$ cat config.mk
export PLATFORM = sky130hd
export DESIGN_NAME = overwriting_fifo_packetizer_top
export DESIGN_NICKNAME = d
export VERILOG_FILES = /design/src/design/ofp_pkg.sv /design/src/design/overwriting_fifo_packetizer_top.sv /design/src/design/ofp_ram.sv
export SDC_FILE = /design/constraint.sdc
export NUM_CORES = 2
export LEC_CHECK = 0
export BUFFER_PORTS_ARGS = -buffer_cell sky130_fd_sc_hd__buf_2
export CAP_MARGIN = 20
export CELL_PAD_IN_SITES_DETAIL_PLACEMENT = 1
export CELL_PAD_IN_SITES_GLOBAL_PLACEMENT = 2
export CORE_ASPECT_RATIO = 1.4
export CORE_MARGIN = 4
export CORE_UTILIZATION = 48
export CTS_BUF_LIST = sky130_fd_sc_hd__clkbuf_4 sky130_fd_sc_hd__clkbuf_8
export DETAILED_ROUTE_END_ITERATION = 6
export MAX_ROUTING_LAYER = met4
export PLACE_DENSITY = 0.84
export SYNTH_ARGS = -nofsm -noshare
export SYNTH_HDL_FRONTEND = slang
export SYNTH_SLANG_ARGS = --single-unit
$ cat constraint.sdc
create_clock -name clk -period 5.6 [get_ports clk]
set_input_delay 1.12 -clock clk [delete_from_list [all_inputs] [get_ports clk]]
set_output_delay 1.12 -clock clk [all_outputs]
set_load 0.02 [all_outputs]
$ cat src/design/ofp_pkg.sv
// Shared types and constants for the overwriting FIFO packetizer.
package ofp_pkg;

	localparam int BUFFER_BYTES_DEF      = 481;
	localparam int PACKET_BYTES_DEF      = 48;
	localparam int PACKETS_PER_ROUND_DEF = 10;

	localparam int OP_W    = 2;
	localparam int BYTE_W  = 8;
	localparam int SPACE_W = 9;
	localparam int ROUND_W = 4;

	typedef enum logic [OP_W-1:0] {
		OP_WRITE = 2'd0,
		OP_TICK  = 2'd1,
		OP_FLUSH = 2'd2,
		OP_QUERY = 2'd3
	} op_t;

	typedef enum logic {
		KIND_PACKET = 1'b0,
		KIND_REPORT = 1'b1
	} kind_t;

endpackage

$ cat src/design/overwriting_fifo_packetizer_top.sv
// Byte ring buffer that overwrites its oldest byte and feeds fixed-size packets.
//
// Input channel (in_valid/in_stall) carries one command word: write a byte, packet
// tick, flush, or free-space query. Output channel (out_valid/out_stall) carries
// packet bytes (result_kind 0, last_byte marks the final byte) and space reports
// (result_kind 1).
// A write, flush, or tick that emits nothing completes in S_IDLE. A tick with the
// sink not ready also passes S_DROP to move the read pointer past the discarded
// bytes. A query is answered in the output register the cycle after acceptance.
// A packet tick streams PACKET_BYTES words, each byte through S_READ then S_LOAD:
// the ring RAM's registered read sits between address issue and output load.
// in_stall stays high until the last byte of the packet is in the output register.
// If the receiver stalls, the output register holds its word; the stream waits and
// a query is held off until the register frees. In S_IDLE others are still taken.
// Reset clears both pointers, the round counter and the output valid; the ring RAM
// is not cleared and needs no clearing pass.
module overwriting_fifo_packetizer_top #(
	parameter int BUFFER_BYTES      = ofp_pkg::BUFFER_BYTES_DEF,
	parameter int PACKET_BYTES      = ofp_pkg::PACKET_BYTES_DEF,
	parameter int PACKETS_PER_ROUND = ofp_pkg::PACKETS_PER_ROUND_DEF
) (
	input  logic                        clk,
	input  logic                        arst_n,
	input  logic                        in_valid,
	output logic                        in_stall,
	input  logic [ofp_pkg::OP_W-1:0]    operation,
	input  logic [ofp_pkg::BYTE_W-1:0]  data_byte,
	input  logic                        sink_ready,
	output logic                        out_valid,
	input  logic                        out_stall,
	output logic                        result_kind,
	output logic [ofp_pkg::BYTE_W-1:0]  out_byte,
	output logic                        last_byte,
	output logic [ofp_pkg::SPACE_W-1:0] free_space
);
	import ofp_pkg::*;

	localparam int AW  = $clog2(BUFFER_BYTES);
	localparam int AW1 = AW + 1;
	localparam int CW  = $clog2(PACKET_BYTES + 1);
	localparam int DW  = $clog2(PACKETS_PER_ROUND * PACKET_BYTES + 1);
	localparam int XW  = ((AW > DW) ? AW : DW) + 1;
	localparam logic [AW1-1:0] NB      = AW1'(BUFFER_BYTES);
	localparam logic [XW-1:0]  NB_X    = XW'(BUFFER_BYTES);
	localparam logic [CW-1:0]  LAST_CT = CW'(PACKET_BYTES - 1);

	typedef enum logic [3:0] {
		S_IDLE = 4'b0001,
		S_READ = 4'b0010,
		S_LOAD = 4'b0100,
		S_DROP = 4'b1000
	} state_t;

	state_t               state_q;
	logic [AW-1:0]        rd_q, wr_q;
	logic [ROUND_W-1:0]   round_q;
	logic [CW-1:0]        cnt_q;
	logic [DW-1:0]        drop_n_q;
	logic                 out_valid_q;
	logic                 kind_q, last_q;
	logic [BYTE_W-1:0]    byte_q;
	logic [SPACE_W-1:0]   space_q;

	logic                 in_acc, out_free, empty;
	logic                 out_load;
	logic                 ram_we, ram_re;
	logic [BYTE_W-1:0]    ram_rdata;
	logic [AW-1:0]        rd_adv, wr_adv;
	logic [AW1-1:0]       occ, space;
	logic [XW-1:0]        drop_sum;

	function automatic logic [AW-1:0] adv(input logic [AW-1:0] idx);
		logic [AW1-1:0] nxt;
		nxt = AW1'(idx) + AW1'(1);
		return (nxt == NB) ? '0 : nxt[AW-1:0];
	endfunction

	assign out_free = !out_valid_q || !out_stall;
	assign in_stall = (state_q != S_IDLE) ||
		((operation == OP_QUERY) && out_valid_q && out_stall);
	assign in_acc   = in_valid && !in_stall;
	assign empty    = (rd_q == wr_q);
	assign rd_adv   = adv(rd_q);
	assign wr_adv   = adv(wr_q);
	// a new word enters the output register
	assign out_load = (state_q == S_LOAD) || (in_acc && (operation == OP_QUERY));

	// occupancy and free space, both modulo the ring size
	assign occ   = (wr_q >= rd_q) ? (AW1'(wr_q) - AW1'(rd_q))
		: (AW1'(wr_q) + NB - AW1'(rd_q));
	assign space = (rd_q > wr_q) ? (AW1'(rd_q) - AW1'(wr_q))
		: (AW1'(rd_q) + NB - AW1'(wr_q));
	assign drop_sum = XW'(rd_q) + XW'(drop_n_q);

	assign ram_we = in_acc && (operation == OP_WRITE);
	assign ram_re = (state_q == S_READ);

	ofp_ram #(
		.WIDTH (BYTE_W),
		.DEPTH (BUFFER_BYTES)
	) u_ring (
		.clk   (clk),
		.we    (ram_we),
		.waddr (wr_q),
		.wdata (data_byte),
		.re    (ram_re),
		.raddr (rd_q),
		.rdata (ram_rdata)
	);

	always_ff @(posedge clk or negedge arst_n) begin
		if (!arst_n) begin
			state_q     <= S_IDLE;
			rd_q        <= '0;
			wr_q        <= '0;
			round_q     <= '0;
			cnt_q       <= '0;
			out_valid_q <= 1'b0;
		end else begin
			if (out_load) begin
				out_valid_q <= 1'b1;
			end else if (out_valid_q && !out_stall) begin
				out_valid_q <= 1'b0;
			end
			unique case (state_q)
				S_IDLE: begin
					if (in_acc) begin
						unique case (operation)
							OP_WRITE: begin
								// full ring: drop the oldest byte
								if (wr_adv == rd_q) begin
									rd_q <= rd_adv;
								end
								wr_q <= wr_adv;
							end
							OP_TICK: begin
								if (int'(round_q) >= PACKETS_PER_ROUND) begin
									round_q <= '0;
								end else if (!sink_ready) begin
									drop_n_q <= DW'((PACKETS_PER_ROUND - int'(round_q))
										* PACKET_BYTES);
									round_q  <= '0;
									state_q  <= S_DROP;
								end else begin
									round_q <= round_q + ROUND_W'(1);
									cnt_q   <= '0;
									state_q <= S_READ;
								end
							end
							OP_FLUSH: begin
								rd_q <= '0;
								wr_q <= '0;
							end
							OP_QUERY: begin
								kind_q      <= KIND_REPORT;
								byte_q      <= '0;
								last_q      <= 1'b1;
								space_q     <= SPACE_W'(space);
							end
							default: ;
						endcase
					end
				end
				S_READ: begin
					if (out_free) begin
						state_q <= S_LOAD;
					end
				end
				S_LOAD: begin
					// rd_q unchanged since the read was issued
					kind_q      <= KIND_PACKET;
					byte_q      <= empty ? '0 : ram_rdata;
					last_q      <= (cnt_q == LAST_CT);
					space_q     <= '0;
					if (!empty) begin
						rd_q <= rd_adv;
					end
					cnt_q   <= cnt_q + CW'(1);
					state_q <= (cnt_q == LAST_CT) ? S_IDLE : S_READ;
				end
				S_DROP: begin
					if (XW'(drop_n_q) >= XW'(occ)) begin
						rd_q <= wr_q;
					end else if (drop_sum >= NB_X) begin
						rd_q <= AW'(drop_sum - NB_X);
					end else begin
						rd_q <= AW'(drop_sum);
					end
					state_q <= S_IDLE;
				end
				default: state_q <= S_IDLE;
			endcase
		end
	end

	assign out_valid   = out_valid_q;
	assign result_kind = kind_q;
	assign out_byte    = byte_q;
	assign last_byte   = last_q;
	assign free_space  = space_q;

endmodule

$ cat src/design/ofp_ram.sv
// Simple dual-port RAM, one write and one registered read port.
module ofp_ram #(
	parameter int WIDTH = 8,
	parameter int DEPTH = 16
) (
	input  logic                     clk,
	input  logic                     we,
	input  logic [$clog2(DEPTH)-1:0] waddr,
	input  logic [WIDTH-1:0]         wdata,
	input  logic                     re,
	input  logic [$clog2(DEPTH)-1:0] raddr,
	output logic [WIDTH-1:0]         rdata
);

	logic [WIDTH-1:0] mem_q [DEPTH];

	always_ff @(posedge clk) begin
		if (we) begin
			mem_q[waddr] <= wdata;
		end
		if (re) begin
			rdata <= mem_q[raddr];
		end
	end

endmodule

Word-level counts from Yosys, hierarchy flattened
Memories as Yosys holds them, arrays and structs flattened. A register that Yosys moved wholly into a read port is not among the register bits.
Cells that the tools add are included.
{ "totals": {"mem_count": 1, "word_cells": 120, "inputBits": 15, "out_inout_bits": 21, "ff_bits": 57, "mem_bits_rw": 3848} }
{ "classes": {"order_cmp": 5, "multipliers": 1, "addsub": 13, "reduce_logical": 24, "n_eq_ne": 22, "n_mux": 41, "bitwise_logic": 2} }
{ "mem_list": {"columns": ["name", "words", "width", "read_ports", "rd_clocked_by_memory_dff", "write_ports", "line_no", "source"], "rows": [
  ["u_ring.mem_q", 481, 8, 1, 1, 1, "ofp_ram.sv:15", "logic [WIDTH-1:0] mem_q [DEPTH];"]
]} }
{ "op_table": {"columns": ["operator", "n"], "rows": [
  ["9-bit 2-to-1 mux", 10],
  ["9-bit case mux with 2 select lines", 3],
  ["4-bit 2-to-1 mux", 7],
  ["9-bit case mux with 3 select lines", 1],
  ["6-bit 2-to-1 mux", 4],
  ["8-bit 2-to-1 mux", 3],
  ["9-bit by 1-bit adder with 10-bit output (second input constant)", 2],
  ["10-bit by 9-bit equality test with 1-bit output (second input constant)", 2],
  ["9-bit equality test", 2],
  ["9-bit subtractor", 2],
  ["8-bit case mux with 2 select lines", 1],
  ["2-bit != test (second input constant)", 6],
  ["4-bit case mux with 3 select lines", 1],
  ["6-bit case mux with 2 select lines", 1],
  ["9-bit by 9-bit adder with 10-bit output", 1],
  ["9-bit by 9-bit adder with 10-bit output (second input constant)", 1],
  ["10-bit by 9-bit greater-or-equal comparator with 1-bit output (second input constant)", 1],
  ["9-bit by 10-bit greater-or-equal comparator with 1-bit output", 1],
  ["10-bit 2-to-1 mux", 1],
  ["5-bit AND reduction", 2],
  ["10-bit by 9-bit subtractor with 10-bit output", 1],
  ["9-bit by 9-bit subtractor with 10-bit output", 1],
  ["9-bit adder (second input constant)", 1],
  ["9-bit greater-or-equal comparator", 1],
  ["31 further kinds", 52]
]} }

Logic depth before layout (Yosys ltp)
{ "depth": {"word_depth": 9, "depth_mapped": 26, "ltp_nobuf": 21} }

Hierarchy
From an unflattened synthesis, not the netlist that was laid out.
{ "hier_totals": {"hier_cells": 7656, "area_unflattened_um2": 155451.6} }
{ "by_module_without_submodules": {"columns": ["mod", "cells_per_inst", "n_inst", "area_per_inst_um2", "seq_area_each_um2"], "rows": [
  ["ofp_ram", 7016, 1, 149863.7, 115791.1],
  ["overwriting_fifo_packetizer_top", 640, 1, 5587.9, 1547.7]
]} }

Least setup slack after synthesis
Ideal clock, no wire load.
{ "synth_timing": {"path_kind": "register -> register", "from": "register rd_q[2]", "to": "register rd_q[1]", "t_required_ps": 5475, "setup_ps": 125, "path_buffers": 5, "arrival_time_ps": 5283, "path_stages_with_launch": 26, "synth_period_minus_slack_ps": 5408, "setup_slack_ps": 192, "cell_sequence": "dfrtp_1 > buf_2 > clkinv_1 > buf_4 > buf_4 > buf_2 > clkbuf_1 > ha_1 > ha_1 > a21o_1 > a21oi_1 > o21bai_1 > a21oi_1 > o22ai_1 > a21oi_1 > xnor2_1 > o311ai_0 > ha_1 > inv_1 > o21ai_0 > a31o_2 > o22ai_1 > o32ai_4 > or3_1 > nand2_2 > mux2_4"} }
{ "synth_between": {"elab_chain_len": 7, "word_cells_on_any_way": 22, "cone_classes": "4 x add/sub; 3 x order compare; 5 x eq/ne; 9 x mux; 1 x reduce/logical"} }
{ "synth_lines": {"columns": ["item", "line_no", "source"], "rows": [
  ["from (decl)", "overwriting_fifo_packetizer_top.sv:55", "logic [AW-1:0] rd_q, wr_q;"],
  ["from (signal assigned)", "overwriting_fifo_packetizer_top.sv:132", "rd_q <= rd_adv;"],
  ["from (signal assigned)", "overwriting_fifo_packetizer_top.sv:176", "rd_q <= rd_adv;"],
  ["from (signal assigned)", "overwriting_fifo_packetizer_top.sv:183", "rd_q <= wr_q;"],
  ["branches (longest 7 deep; another with 10-bit by 9-bit subtractor with 10-bit output)", null, null]
]} }
Parallel ways; which one is timed is not known. The select of a mux whose other input is x is not followed.
A chain may end at the register's enable or synchronous reset.

==> results_dict.tcl <==
set metrics [dict create \
    fillers 28200 \
    root_buffer "clkbuf_8" \
    worstPathMaxFanout 46 \
    p_leak_nw 55.2 \
    ir_worst_vdd_uv 412 \
    wl_met3_um 43300 \
    multi_input_area_sq_um 34900 \
    hold_path.class "input port to async pin" \
    nNetsFinal 8219 \
    synthDistinctLibCells 97 \
    grt.total_usage_pct 29.2 \
    cts_resized 0 \
    die_area_sq_um 332000 \
    highest_layer "met4" \
    cts-htree-levels 6 \
    synth_edf_count 3880 \
    synth_ff_type "edfxtp_1" \
    placed_cell_area_sq_um 163000 \
    via_per_inst 6.44 \
    ant_nets 0 \
    grt_max_degree 182 \
    synthXorXnorAreaFrac_pct 0.314 \
    max_stage_delay_ns 0.76 \
    critPathKind "register to register" \
    dp_hpwl_um 293000 \
    synth_nets 7483 \
    worst_pin_slew_ns 1.27 \
    reg2reg_depth 9 \
    setup-violations-final 0 \
    final-seq-area_sq_um 117000 \
    grt_overflow_total 0 \
    outcome "complete, no violations" \
    synthAdderAreaFrac_pct 0.713 \
    synth.ff_latch_count 3913 \
    cts_tree "done" \
    clk_pin_slew_ns 0.07 \
    cts_setup_buffers 0 \
    powerDensity_nw_per_um2 466 \
    reg2reg_to "u_ring.rdata[3]" \
    numCtsBuffers 561 \
    grt_antenna_before_repair 33 \
    avgSynthCellArea_sq_um 21.0 \
    finClkSkew_ns 0.0826 \
    cp-end-kind "register" \
    finalNonFillerCells 12800 \
    period_minus_slack_ns 4.96 \
    portBuffers 35 \
    crit_top_cell "buf_4" \
    rrSetupSlack_ns 0.64 \
    worstPathArrival_ns 5.89 \
    critPathRequiredTime_ns 6.52 \
    cp_slowest_cell "o31ai_1" \
    finalInstanceArea_sq_um 174000 \
    synth_compound_area_share_pct 2.84 \
    critPathLaunchType "register" \
    route.met2.wl_um 233000 \
    rr_startpoint "rd_q[2]" \
    clockBufferDepth 4 \
    grt_first_pass_wirelength_um 667000 \
    m1WireLength_um 156000 \
    initial_utilization_pct 48.2 \
    cts.sinks 3913 \
    muxShareOfSynthArea_pct 15.7 \
    grt_setup_unrepaired "no" \
    synth.yosys.seq_area_share_pct 75.8 \
    globalplace.congestion 0.907 \
    yosys.area_share.simple_pct 2.88 \
    clock_latency_ns 1.12 \
    drv_cap 0 \
    ys_warn_count 0 \
    num_vias 82200 \
    max_slew_margin_pct 14.6 \
    syn_area_sq_um 155000 \
    cp_cell_sequence "buf_12 -> buf_4 -> and2_4 -> buf_4 -> a221oi_1 -> o22ai_1 -> a21oi_1 -> o31ai_1 -> o32a_1" \
    drt_pre_antenna_iters 6 \
    area_growth_syn_to_layout_pct 12.2 \
    fmax_mhz 202 \
    dr.first_iter.drc_count 10900 \
    io_pins 36 \
    post_drt_wl_per_cell_um 36.7 \
    drive_gt1_share_pct 29.9 \
    final-hold-violation-count 0 \
    grt_pass1_vias 87300 \
    syn_inst 7390 \
    cts_hold_buffers 0 \
    totalWireLength_um 469000 \
    dp.cells 11800 \
    core_area_sq_um 321000 \
    die_h_um 680 \
    drc_errors 0 \
    synth_top_family_by_area "multiplexers" \
    postSynth.asyncResetShare_pct 0.843 \
    rows 246 \
    chipWidth_um 488 \
    slew_violations 0 \
    final.period_utilization_pct 88.6 \
]
[logic make-up (layout without fill, tap and decap cells)]
logic type | Yosys count | after routing
adder cells (fa/ha/maj) | 78 | 78
flip-flops | 3913 | 3913
AND/OR/NAND/NOR | 1034 | 1034
AO/OA/AOI/OAI | 627 | 627
multiplexers | 1186 | 1186
buffers and inverters | 498 | 1637
other | 0 | 21
XOR/XNOR | 54 | 54
[routing by layer]
| metal | up-vias | GRT usage, % |
|---|---|---|
| li1 | 32200 | - |
| met1 | 43400 | 33.9 |
| met2 | 5242 | 46.4 |
| met3 | 1357 | 6.10 |
| met4 | 0 | 19.0 |
| met5 | - | - |
[where the power goes]
part | leakage, nW | switching, W | internal, W
Sequential | 35.3 | 0.000180 | 0.0324
Combinational | 14.3 | 0.0162 | 0.00981
Clock | 5.67 | 0.0110 | 0.0115
Total | 55.2 | 0.0273 | 0.0537
[stage by stage]
step | utilization [%] | power [W] | setup TNS (ns) | hold slack (ns) | worst slack, ns
finish | 54.1 | 0.0811 | 0 | 0.0682 | 0.640
global route | 54.1 | 0.0834 | 0 | 0.0828 | 0.360
CTS | 54.1 | 0.0811 | 0 | 0.00615 | 0.680
detailed placement | 50.8 | 0.0588 | 0 | 0.571 | 0.697
global placement | 50.7 | 0.0584 | -1.25 | 0.531 | -1.25
floorplan | - | 0.0486 | 0 | 0.451 | 0.192
[flip-flops by register name (all words and copies together), names as in the netlist, 4 cells and up]
signal        flops
out_byte          8
rd_q              9
wr_q              9
free_space        9
u_ring.rdata      8
round_q           4
u_ring.mem_q   3848
drop_n_q          5
cnt_q             6
state_q           4
[worst max path at each step]
| stage | from | end | slack, ns | cells past startpoint |
|---|---|---|---|---|
| 2_1_floorplan | rd_q[2] | rd_q[1] | 0.19 | 25 |
| 3_3_place_gp | rd_q[0] | u_ring.rdata[0] | -1.25 | 11 |
| 3_5_place_dp | wr_q[1] | rd_q[1] | 0.70 | 21 |
| 4_1_cts | wr_q[1] | rd_q[1] | 0.68 | 21 |
| 5_1_grt | wr_q[1] | rd_q[7] | 0.36 | 22 |
| 6_report | rd_q[2] | u_ring.rdata[3] | 0.64 | 9 |
[critical path, delay by kind of cell (launching register included)]
kind            cells  cell delay (ns)
simple gates        1             0.63
compound gates      5             2.02
buf+inv             3             1.50
flops               1             0.46
[final cells by class]
class	count	share of cell area, %
inverter	48	0.109
clock inverter	231	0.953
sequential	3913	67.5
timing repair buffer	623	3.00
clock buffer	735	5.23
multi-input combinational	2979	20.1
antenna	21	0.0302
tap	4216	3.04
[cell usage after synthesis, drive strengths merged (23+ instances only)]
cell type,n,area [sq um]
nand2,224,848
a22o,25,219
buf,254,1870
nor2,584,2190
o22ai,54,338
o221ai,43,377
ha,61,763
a211oi,35,263
a21oi,106,531
dfrtp,32,801
xnor2,36,315
a221oi,38,333
nand3,45,230
a22oi,104,781
nor3,45,240
and2,23,144
clkbuf,196,736
o21ai,97,485
mux2i,192,1920
inv,45,169
edfxtp,3880,117000
mux4,990,22300
[placed cells by master, fill, tap and decap left out, types with 15 or more instances in the layout]
master / count
nor3_1: 40
o21ai_1: 16
o211ai_1: 15
buf_4: 540
ha_1: 61
clkinvlp_4: 19
mux4_2: 990
xnor2_1: 36
nor2_1: 580
bufinv_16: 19
a211oi_1: 35
diode_2: 21
a21oi_1: 106
mux2i_1: 192
fa_1: 17
dfrtp_1: 24
edfxtp_1: 3880
nand3_1: 41
a221oi_1: 38
o22ai_1: 54
inv_6: 19
clkbuf_8: 572
clkinv_1: 105
o221ai_1: 43
inv_1: 42
nand4_1: 18
a22oi_1: 104
clkinv_2: 66
buf_12: 42
o21ai_0: 81
clkbuf_4: 163
a22o_1: 25
and2_1: 22
xor2_1: 17
buf_2: 27
nand2_1: 209
Power figures use the tool's default switching activity.
